===== src/rtl/cmfs_pkg.sv =====
// cmfs_pkg: shared types and constants of the cube map face select block
// no dependencies; imported by every module of the block
package cmfs_pkg;

  // fixed field widths
  localparam int unsigned COMP_W  = 16;
  localparam int unsigned FACE_W  = 3;
  localparam int unsigned TEXEL_W = 12;
  localparam int unsigned CFG_W   = 13;

  // face width after reset
  localparam logic [CFG_W-1:0] CFG_FACE_WIDTH_RESET = 13'd256;

  // register index, taken from paddr bit 2
  localparam logic REG_FACE_WIDTH = 1'b0;

  // cube faces
  typedef enum logic [FACE_W-1:0] {
    FACE_PX = 3'd0,
    FACE_NX = 3'd1,
    FACE_PY = 3'd2,
    FACE_NY = 3'd3,
    FACE_PZ = 3'd4,
    FACE_NZ = 3'd5
  } face_e;

  // input item
  typedef struct packed {
    logic signed [COMP_W-1:0] dir_x;
    logic signed [COMP_W-1:0] dir_y;
    logic signed [COMP_W-1:0] dir_z;
  } dir_t;

  // result item
  typedef struct packed {
    face_e              face;
    logic [TEXEL_W-1:0] texel_x;
    logic [TEXEL_W-1:0] texel_y;
    logic               invalid;
  } res_t;

  // control that rides along the pipeline
  typedef struct packed {
    logic  valid;
    face_e face;
    logic  invalid;
  } ctl_t;

endpackage


===== src/rtl/cube_map_face_select_texel.sv =====
// cube_map_face_select_texel: top level, config register, divider chain, result register
// depends on cmfs_pkg, cmfs_front and cmfs_cell
//
// Usage:
//   An item (dir_i: dir_x, dir_y, dir_z) is taken at a rising edge with start high
//   and busy low. busy is high only in the first cycle after reset, so a new item
//   may enter in every cycle: one item per cycle sustained.
//   Each item gives one result on res_o, marked by res_valid_o for one cycle.
//   The result passes the front registers (stages a and b), the divider chain and the
//   result register (QB = clog2(MAX_FACE_WIDTH) quotient bits, so 12 at the default).
//   The divider chain has one cell per quotient bit, each cell resolving one bit of
//   both texel coordinates.
//   The receiver cannot stall; results appear in the order the items entered.
//   face_width is written through the APB port (byte address 0) while no item is
//   in flight; 0 acts as 1, values above MAX_FACE_WIDTH saturate.
//   Reset (rst_ni low, asynchronous) drops every item in flight and sets
//   face_width to 256.
module cube_map_face_select_texel import cmfs_pkg::*; #(
  parameter int unsigned MAX_FACE_WIDTH = 4096
) (
  input  logic        clk_i,
  input  logic        rst_ni,
  input  logic        start,
  output logic        busy,
  input  dir_t        dir_i,
  output logic        res_valid_o,
  output res_t        res_o,
  input  logic        psel,
  input  logic        penable,
  input  logic        pwrite,
  input  logic [2:0]  paddr,
  input  logic [31:0] pwdata,
  output logic [31:0] prdata,
  output logic        pready
);

  localparam int unsigned QB    = $clog2(MAX_FACE_WIDTH);
  localparam int unsigned WW    = $clog2(MAX_FACE_WIDTH + 1);
  localparam int unsigned NUM_W = COMP_W + 1 + QB;
  localparam int unsigned W_RST = (int'(CFG_FACE_WIDTH_RESET) > MAX_FACE_WIDTH) ?
                                  MAX_FACE_WIDTH : int'(CFG_FACE_WIDTH_RESET);

  logic             busy_q;
  logic             accept;
  logic             cfg_wr;
  logic [CFG_W-1:0] face_width_d, face_width_q;
  logic [WW-1:0]    w_eff_d, w_eff_q;

  ctl_t             ch_ctl [QB+1];
  logic [NUM_W-1:0] ch_dsh [QB+1];
  logic [NUM_W-1:0] ch_ru  [QB+1];
  logic [NUM_W-1:0] ch_rv  [QB+1];
  logic [QB-1:0]    ch_qu  [QB+1];
  logic [QB-1:0]    ch_qv  [QB+1];

  logic             res_valid_q;
  res_t             res_d, res_q;

  // handshake: busy only right after reset
  assign accept = start && !busy_q;
  assign busy   = busy_q;

  // config port
  assign cfg_wr       = psel && penable && pwrite && (paddr[2] == REG_FACE_WIDTH);
  assign face_width_d = cfg_wr ? pwdata[CFG_W-1:0] : face_width_q;
  assign pready       = 1'b1;
  assign prdata       = (paddr[2] == REG_FACE_WIDTH) ? 32'(face_width_q) : '0;

  // effective width: zero acts as one, saturate at the maximum
  always_comb begin
    if (face_width_q == '0) begin
      w_eff_d = WW'(1);
    end else if (32'(face_width_q) > 32'(MAX_FACE_WIDTH)) begin
      w_eff_d = WW'(MAX_FACE_WIDTH);
    end else begin
      w_eff_d = WW'(face_width_q);
    end
  end

  always_ff @(posedge clk_i or negedge rst_ni) begin
    if (!rst_ni) begin
      busy_q       <= 1'b1;
      face_width_q <= CFG_FACE_WIDTH_RESET;
      w_eff_q      <= WW'(W_RST);
    end else begin
      busy_q       <= 1'b0;
      face_width_q <= face_width_d;
      w_eff_q      <= w_eff_d;
    end
  end

  // face select and numerators
  cmfs_front #(
    .QB   (QB),
    .WW   (WW),
    .NUM_W(NUM_W)
  ) u_front (
    .clk_i   (clk_i),
    .rst_ni  (rst_ni),
    .accept_i(accept),
    .dir_i   (dir_i),
    .width_i (w_eff_q),
    .ctl_o   (ch_ctl[0]),
    .num_u_o (ch_ru[0]),
    .num_v_o (ch_rv[0]),
    .dsh_o   (ch_dsh[0])
  );

  assign ch_qu[0] = '0;
  assign ch_qv[0] = '0;

  // divider chain, one quotient bit per cell
  for (genvar k = 0; k < QB; k++) begin : g_cell
    cmfs_cell #(
      .QB   (QB),
      .NUM_W(NUM_W)
    ) u_cell (
      .clk_i  (clk_i),
      .rst_ni (rst_ni),
      .ctl_i  (ch_ctl[k]),
      .dsh_i  (ch_dsh[k]),
      .rem_u_i(ch_ru[k]),
      .q_u_i  (ch_qu[k]),
      .rem_v_i(ch_rv[k]),
      .q_v_i  (ch_qv[k]),
      .ctl_o  (ch_ctl[k+1]),
      .dsh_o  (ch_dsh[k+1]),
      .rem_u_o(ch_ru[k+1]),
      .q_u_o  (ch_qu[k+1]),
      .rem_v_o(ch_rv[k+1]),
      .q_v_o  (ch_qv[k+1])
    );
  end

  // result item, zero vector gives texel 0,0
  always_comb begin
    res_d.face    = ch_ctl[QB].face;
    res_d.invalid = ch_ctl[QB].invalid;
    res_d.texel_x = ch_ctl[QB].invalid ? '0 : TEXEL_W'(ch_qu[QB]);
    res_d.texel_y = ch_ctl[QB].invalid ? '0 : TEXEL_W'(ch_qv[QB]);
  end

  always_ff @(posedge clk_i or negedge rst_ni) begin
    if (!rst_ni) begin
      res_valid_q <= 1'b0;
    end else begin
      res_valid_q <= ch_ctl[QB].valid;
    end
  end

  always_ff @(posedge clk_i) begin
    res_q <= res_d;
  end

  assign res_valid_o = res_valid_q;
  assign res_o       = res_q;

endmodule


===== src/rtl/cmfs_front.sv =====
// cmfs_front: major axis and face pick, then the two texel numerators
// depends on cmfs_pkg; feeds the divider chain of cmfs_cell stages
module cmfs_front import cmfs_pkg::*; #(
  parameter int unsigned QB    = 12,
  parameter int unsigned WW    = 13,
  parameter int unsigned NUM_W = 29
) (
  input  logic             clk_i,
  input  logic             rst_ni,
  input  logic             accept_i,
  input  dir_t             dir_i,
  input  logic [WW-1:0]    width_i,
  output ctl_t             ctl_o,
  output logic [NUM_W-1:0] num_u_o,
  output logic [NUM_W-1:0] num_v_o,
  output logic [NUM_W-1:0] dsh_o
);

  localparam int unsigned MW = COMP_W + 1;
  localparam int unsigned PW = MW + WW;

  logic [MW-1:0] xe, ye, ze, nxe, nye, nze;
  logic [MW-1:0] ax, ay, az;
  logic          x_pos, y_pos, z_pos;

  ctl_t          a_ctl_d, a_ctl_q;
  logic [MW-1:0] a_m_d, a_m_q;
  logic [MW-1:0] a_nu_d, a_nu_q;
  logic [MW-1:0] a_nv_d, a_nv_q;

  logic [MW-1:0] s_u, s_v;
  logic [PW-1:0] prod_u, prod_v;
  logic [PW:0]   diff_u, diff_v;
  logic [MW-1:0] dbl_m;

  ctl_t             b_ctl_q;
  logic [NUM_W-1:0] b_num_u_d, b_num_u_q;
  logic [NUM_W-1:0] b_num_v_d, b_num_v_q;
  logic [NUM_W-1:0] b_dsh_d, b_dsh_q;

  // sign extend, negate and take magnitudes
  always_comb begin
    xe    = {dir_i.dir_x[COMP_W-1], dir_i.dir_x};
    ye    = {dir_i.dir_y[COMP_W-1], dir_i.dir_y};
    ze    = {dir_i.dir_z[COMP_W-1], dir_i.dir_z};
    nxe   = MW'(0) - xe;
    nye   = MW'(0) - ye;
    nze   = MW'(0) - ze;
    ax    = xe[MW-1] ? nxe : xe;
    ay    = ye[MW-1] ? nye : ye;
    az    = ze[MW-1] ? nze : ze;
    x_pos = !xe[MW-1] && (xe != '0);
    y_pos = !ye[MW-1] && (ye != '0);
    z_pos = !ze[MW-1] && (ze != '0);
  end

  // face select: x, then y, then z on ties; zero goes to the negative face
  always_comb begin
    a_ctl_d.valid   = accept_i;
    a_ctl_d.invalid = 1'b0;
    a_ctl_d.face    = FACE_PX;
    a_m_d           = '0;
    a_nu_d          = '0;
    a_nv_d          = '0;
    if ((ax == '0) && (ay == '0) && (az == '0)) begin
      a_ctl_d.invalid = 1'b1;
    end else if ((ax >= ay) && (ax >= az)) begin
      a_m_d  = ax;
      a_nv_d = nye;
      if (x_pos) begin
        a_ctl_d.face = FACE_PX;
        a_nu_d       = nze;
      end else begin
        a_ctl_d.face = FACE_NX;
        a_nu_d       = ze;
      end
    end else if ((ay >= ax) && (ay >= az)) begin
      a_m_d  = ay;
      a_nu_d = xe;
      if (y_pos) begin
        a_ctl_d.face = FACE_PY;
        a_nv_d       = ze;
      end else begin
        a_ctl_d.face = FACE_NY;
        a_nv_d       = nze;
      end
    end else begin
      a_m_d  = az;
      a_nu_d = xe;
      if (z_pos) begin
        a_ctl_d.face = FACE_PZ;
        a_nv_d       = nye;
      end else begin
        a_ctl_d.face = FACE_NZ;
        a_nv_d       = ye;
      end
    end
  end

  // numerators (n+m)*w - m, negative clamps to zero; divisor 2m aligned to the top bit
  always_comb begin
    s_u       = a_nu_q + a_m_q;
    s_v       = a_nv_q + a_m_q;
    prod_u    = PW'(s_u) * PW'(width_i);
    prod_v    = PW'(s_v) * PW'(width_i);
    diff_u    = {1'b0, prod_u} - (PW+1)'(a_m_q);
    diff_v    = {1'b0, prod_v} - (PW+1)'(a_m_q);
    b_num_u_d = diff_u[PW] ? '0 : NUM_W'(diff_u);
    b_num_v_d = diff_v[PW] ? '0 : NUM_W'(diff_v);
    dbl_m     = {a_m_q[MW-2:0], 1'b0};
    b_dsh_d   = NUM_W'(dbl_m) << (QB - 1);
  end

  // pipeline control
  always_ff @(posedge clk_i or negedge rst_ni) begin
    if (!rst_ni) begin
      a_ctl_q <= '0;
      b_ctl_q <= '0;
    end else begin
      a_ctl_q <= a_ctl_d;
      b_ctl_q <= a_ctl_q;
    end
  end

  // pipeline payload
  always_ff @(posedge clk_i) begin
    a_m_q     <= a_m_d;
    a_nu_q    <= a_nu_d;
    a_nv_q    <= a_nv_d;
    b_num_u_q <= b_num_u_d;
    b_num_v_q <= b_num_v_d;
    b_dsh_q   <= b_dsh_d;
  end

  assign ctl_o   = b_ctl_q;
  assign num_u_o = b_num_u_q;
  assign num_v_o = b_num_v_q;
  assign dsh_o   = b_dsh_q;

endmodule


===== src/rtl/cmfs_cell.sv =====
// cmfs_cell: one quotient bit of the restoring divider for both texel axes
// depends on cmfs_pkg; a row of these forms the divider chain
module cmfs_cell import cmfs_pkg::*; #(
  parameter int unsigned QB    = 12,
  parameter int unsigned NUM_W = 29
) (
  input  logic             clk_i,
  input  logic             rst_ni,
  input  ctl_t             ctl_i,
  input  logic [NUM_W-1:0] dsh_i,
  input  logic [NUM_W-1:0] rem_u_i,
  input  logic [QB-1:0]    q_u_i,
  input  logic [NUM_W-1:0] rem_v_i,
  input  logic [QB-1:0]    q_v_i,
  output ctl_t             ctl_o,
  output logic [NUM_W-1:0] dsh_o,
  output logic [NUM_W-1:0] rem_u_o,
  output logic [QB-1:0]    q_u_o,
  output logic [NUM_W-1:0] rem_v_o,
  output logic [QB-1:0]    q_v_o
);

  logic             ge_u, ge_v;
  ctl_t             ctl_q;
  logic [NUM_W-1:0] dsh_d, dsh_q;
  logic [NUM_W-1:0] rem_u_d, rem_u_q, rem_v_d, rem_v_q;
  logic [QB-1:0]    q_u_d, q_u_q, q_v_d, q_v_q;

  // compare and subtract against the shifted divisor, shift in the quotient bit
  always_comb begin
    ge_u    = rem_u_i >= dsh_i;
    ge_v    = rem_v_i >= dsh_i;
    rem_u_d = ge_u ? (rem_u_i - dsh_i) : rem_u_i;
    rem_v_d = ge_v ? (rem_v_i - dsh_i) : rem_v_i;
    q_u_d   = QB'({q_u_i, ge_u});
    q_v_d   = QB'({q_v_i, ge_v});
    dsh_d   = dsh_i >> 1;
  end

  // control
  always_ff @(posedge clk_i or negedge rst_ni) begin
    if (!rst_ni) begin
      ctl_q <= '0;
    end else begin
      ctl_q <= ctl_i;
    end
  end

  // payload
  always_ff @(posedge clk_i) begin
    dsh_q   <= dsh_d;
    rem_u_q <= rem_u_d;
    rem_v_q <= rem_v_d;
    q_u_q   <= q_u_d;
    q_v_q   <= q_v_d;
  end

  assign ctl_o   = ctl_q;
  assign dsh_o   = dsh_q;
  assign rem_u_o = rem_u_q;
  assign rem_v_o = rem_v_q;
  assign q_u_o   = q_u_q;
  assign q_v_o   = q_v_q;

endmodule


===== config.mk =====
export PLATFORM = sky130hd
export DESIGN_NAME = cube_map_face_select_texel
export DESIGN_NICKNAME = d
export VERILOG_FILES = /design/src/rtl/cmfs_pkg.sv /design/src/rtl/cube_map_face_select_texel.sv /design/src/rtl/cmfs_front.sv /design/src/rtl/cmfs_cell.sv
export SDC_FILE = /design/constraint.sdc
export NUM_CORES = 2
export LEC_CHECK = 0
export ABC_AREA = 0
export BUFFER_PORTS_ARGS = -buffer_cell sky130_fd_sc_hd__buf_2
export CORE_MARGIN = 8
export CORE_UTILIZATION = 29
export CTS_CLUSTER_DIAMETER = 100
export CTS_CLUSTER_SIZE = 20
export DETAILED_ROUTE_END_ITERATION = 12
export PLACE_DENSITY_LB_ADDON = 0.3
export SYNTH_ARGS = -nofsm -noshare
export SYNTH_HDL_FRONTEND = slang
export SYNTH_SLANG_ARGS = --single-unit

===== constraint.sdc =====
create_clock -name clk_i -period 19.3 [get_ports clk_i]
set_clock_uncertainty 0.2 [all_clocks]
set_input_delay 3.86 -clock clk_i [delete_from_list [all_inputs] [get_ports clk_i]]
set_output_delay 3.86 -clock clk_i [all_outputs]
set_load 0.05 [all_outputs]

==> impl_metrics.tcl <==
set metrics [dict create \
    synth_edf_count 0 \
    drt_wl_total_um 199000 \
    relSlewSlack 0.139 \
    netlist.area_leader.share 0.315 \
    hold_buffers 0 \
    fin_area_sq_um 78100 \
    ys_top_cells_by_count "dfxtp_1, inv_1, nand2_1, ha_1, nor2_1" \
    die_area_sq_um 262000 \
    synthAdderAreaFrac 0.228 \
    maxCapViolCount 0 \
    drive_above_1_share 0.0592 \
    yosys_warnings 0 \
    cts_tree "done" \
    grt_pass1_vias 54285 \
    cp.arrival_ns 9.83 \
    synth_area_leaders "dfxtp_1, ha_1, fa_1, inv_1, nand2_1" \
    overflow 0 \
    met2_usage 0.265 \
    synth_mux_area_frac 0.0145 \
    rsz0062_at_grt "false" \
    slew_viol_final 0 \
    antenna_left 0 \
    finalCritPeriodShare 0.492 \
    use_met3 0.0174 \
    ys_ff_latch 1221 \
    crit_fanout 29 \
    rows 182 \
    tns_ns 0 \
    synth-xor-area-share 0.0648 \
    cp_data_required_time_ns 19.63 \
    drc 0 \
    hold_viol 0 \
    drtIter0Drc 3422 \
    startpoint_type "register" \
    cts_repair_resize_count 0 \
    synth.avg_cell_area_sq_um 9.28 \
    post_drt_wl_per_cell_um 18.1 \
    setup_viol_count_final 0 \
    timing.critical_path.mode_cell "fa_1" \
    crit_type "reg2reg" \
    postCtsSetupRepairBufs 0 \
    nets 8893 \
    nFillCells 25196 \
    grt_first_pass_wirelength_um 311000 \
    synth-async-reset-ratio 0.0803 \
    h-tree-depth 3 \
    clock_latency_ns 0.71 \
    fp.dieW_um 512 \
    synth_compound_area_frac 0.131 \
    drt-pass1-iter-count 5 \
    grt_max_degree 65 \
    yosysMostFrequentCell "dfxtp_1" \
    period_minus_slack_ns 9.50 \
    clk_pin_slew_ns 0.08 \
    dpl-instance-area_sq_um 75600 \
    syn_inst 7683 \
    die_y_um 512 \
    slowest_delay_ns 0.77 \
    areaGrowthSynthToFinish_pct 9.52 \
    hp-class "reg2reg" \
    synth-simple-area-share 0.155 \
    yosys.area.top_type "dfxtp_1" \
    busiest_layer "met2" \
    clock-sinks 1221 \
    synth_top_family_by_area "adder cells" \
    dp_hpwl_um 161000 \
    status "complete, no violations" \
    fmax_mhz 105 \
    synthesis.area_sq_um 71300 \
    grt_usage 0.148 \
    yosysSeqAreaShare 0.350 \
    end_kind "register" \
    netlist-cell-type-count 92 \
    start_util 0.291 \
    io_pins 152 \
    yosys_most_used_dff "dfxtp_1" \
    globalRouteMet1Util 0.187 \
    cpMaxStageDelayCell "xnor2_2" \
    core_sq_um 245000 \
    antenna_found_initial 8 \
    routed_via_density 4.83 \
    vias 53113 \
    port_buffers 110 \
    cts_buffer_depth 3 \
    worst_pin_slew_ns 1.29 \
    cts_root_buffer "clkbuf_16" \
    cts_inserted_buffers 79 \
    gp_congestion 0.905 \
]
layout make-up:
type                       count  area, sq um  area share
clock buffer                  90         2100      0.0269
inverter                     838         3150      0.0403
sequential                  1221        24900       0.320
timing repair buffer         162          943      0.0121
clock inverter                26          372     0.00476
antenna                        3         7.51   0.0000962
multi-input combinational   5432        42500       0.545
tap                         3220         4030      0.0516
cells in the final DEF, fill, tap and decap left out, types with 17 or more instances in the layout:
cell type  netlist  final
mux2_2          72     72
xor2_1         274    274
a211oi_1        54     52
o31ai_1         45     45
nand4b_1        17     17
xnor2_1        248    234
and3_1          49     49
or2_2           25     25
a21boi_0        40     40
nor2b_1        145    144
mux2i_1         22     22
and2_1         162    162
nor3_1         142    142
clkbuf_16        0     81
o21bai_1        28     28
dfrtp_1         95     90
o21ai_0        349    349
nand4_1         64     64
nand3_1         93     93
or4_1           24     24
nor2_1         470    470
a31oi_1         42     41
a21oi_1        428    427
fa_1           380    380
o211ai_1        39     39
a21o_1         156    156
nor4_1          92     91
nand2b_1       100    100
o21a_1          88     88
buf_4           20     53
inv_1          835    835
dfxtp_1       1123   1123
or3_1           78     78
conb_1           2     23
buf_2            4    109
ha_1           690    690
a31o_2          18     18
a2111oi_0       17     17
nand2_1        717    717
worst max-delay path, delay by kind of cell, from the launching register on:
| family | cells | cell delay, ns |
|---|---|---|
| adder cells (fa/ha/maj) | 9 | 3.69 |
| buffers and inverters | 7 | 0.77 |
| AND/OR/NAND/NOR | 5 | 0.77 |
| flip-flops | 1 | 0.56 |
| XOR/XNOR | 2 | 0.85 |
| AO/OA/AOI/OAI | 10 | 2.44 |
path summary, 6_finish.rpt:
kind / slack (ns) / to / cells after the start / start
max reg2reg: 9.80 / u_front.num_u_o[19]$_SDFF_PP0_ / 33 / u_front.a_m_q[0]$_SDFF_PP0_
max in group asynchronous: 14.79 / g_cell[11].u_cell.ctl_o[0]$_DFF_PN0_ / 2 / rst_ni
min in group asynchronous: 2.92 / g_cell[3].u_cell.ctl_o[2]$_DFF_PN0_ / 1 / rst_ni
max: 9.80 / u_front.num_u_o[19]$_SDFF_PP0_ / 33 / u_front.a_m_q[0]$_SDFF_PP0_
min: 0.10 / g_cell[2].u_cell.q_u_o[1]$_DFF_P_ / 0 / g_cell[1].u_cell.q_u_o[0]$_DFF_P_
min reg2reg: 0.10 / g_cell[2].u_cell.q_u_o[1]$_DFF_P_ / 0 / g_cell[1].u_cell.q_u_o[0]$_DFF_P_
sequential cells by signal, indices dropped and copies added, names as in the netlist, 28 cells and up:
| signal | flops |
|---|---|
| g_cell.u_cell.ctl_o | 60 |
| g_cell.u_cell.dsh_o | 176 |
| g_cell.u_cell.q_u_o | 78 |
| g_cell.u_cell.q_v_o | 78 |
| g_cell.u_cell.rem_u_o | 319 |
| g_cell.u_cell.rem_v_o | 319 |
| res_o | 28 |
| u_front.num_u_o | 29 |
| u_front.num_v_o | 29 |
per-stage QoR:
step                      hold slack [ns]  std cells   util  setup WS (ns)
after global routing                0.116      10990  0.318           9.21
after CTS                          0.0950      10989  0.318           9.74
after detailed placement            0.112      10873  0.308           9.59
final                               0.101      10992  0.318           9.80
after global placement              0.112      10873  0.308           9.56
after floorplan                     0.110       7704      -          10.48
layer usage:
layer | wire length (um) | up-vias
li1 | - | 25939
met1 | 88200 | 25773
met2 | 97300 | 1082
met3 | 7040 | 317
met4 | 6870 | 2
met5 | 10 | -
cell families (layout without fill, tap and decap cells):
logic type | after synthesis | count (layout)
fa+ha+maj | 1070 | 1070
buf+inv | 1051 | 1116
compound gates | 1471 | 1471
mux | 94 | 94
xor+xnor | 524 | 524
simple gates | 2250 | 2250
other cells | 2 | 26
flops | 1221 | 1221
Power is left out: the tool's default activity adds up to more than one toggle a clock period on the data nets, which glitch-free logic cannot reach.
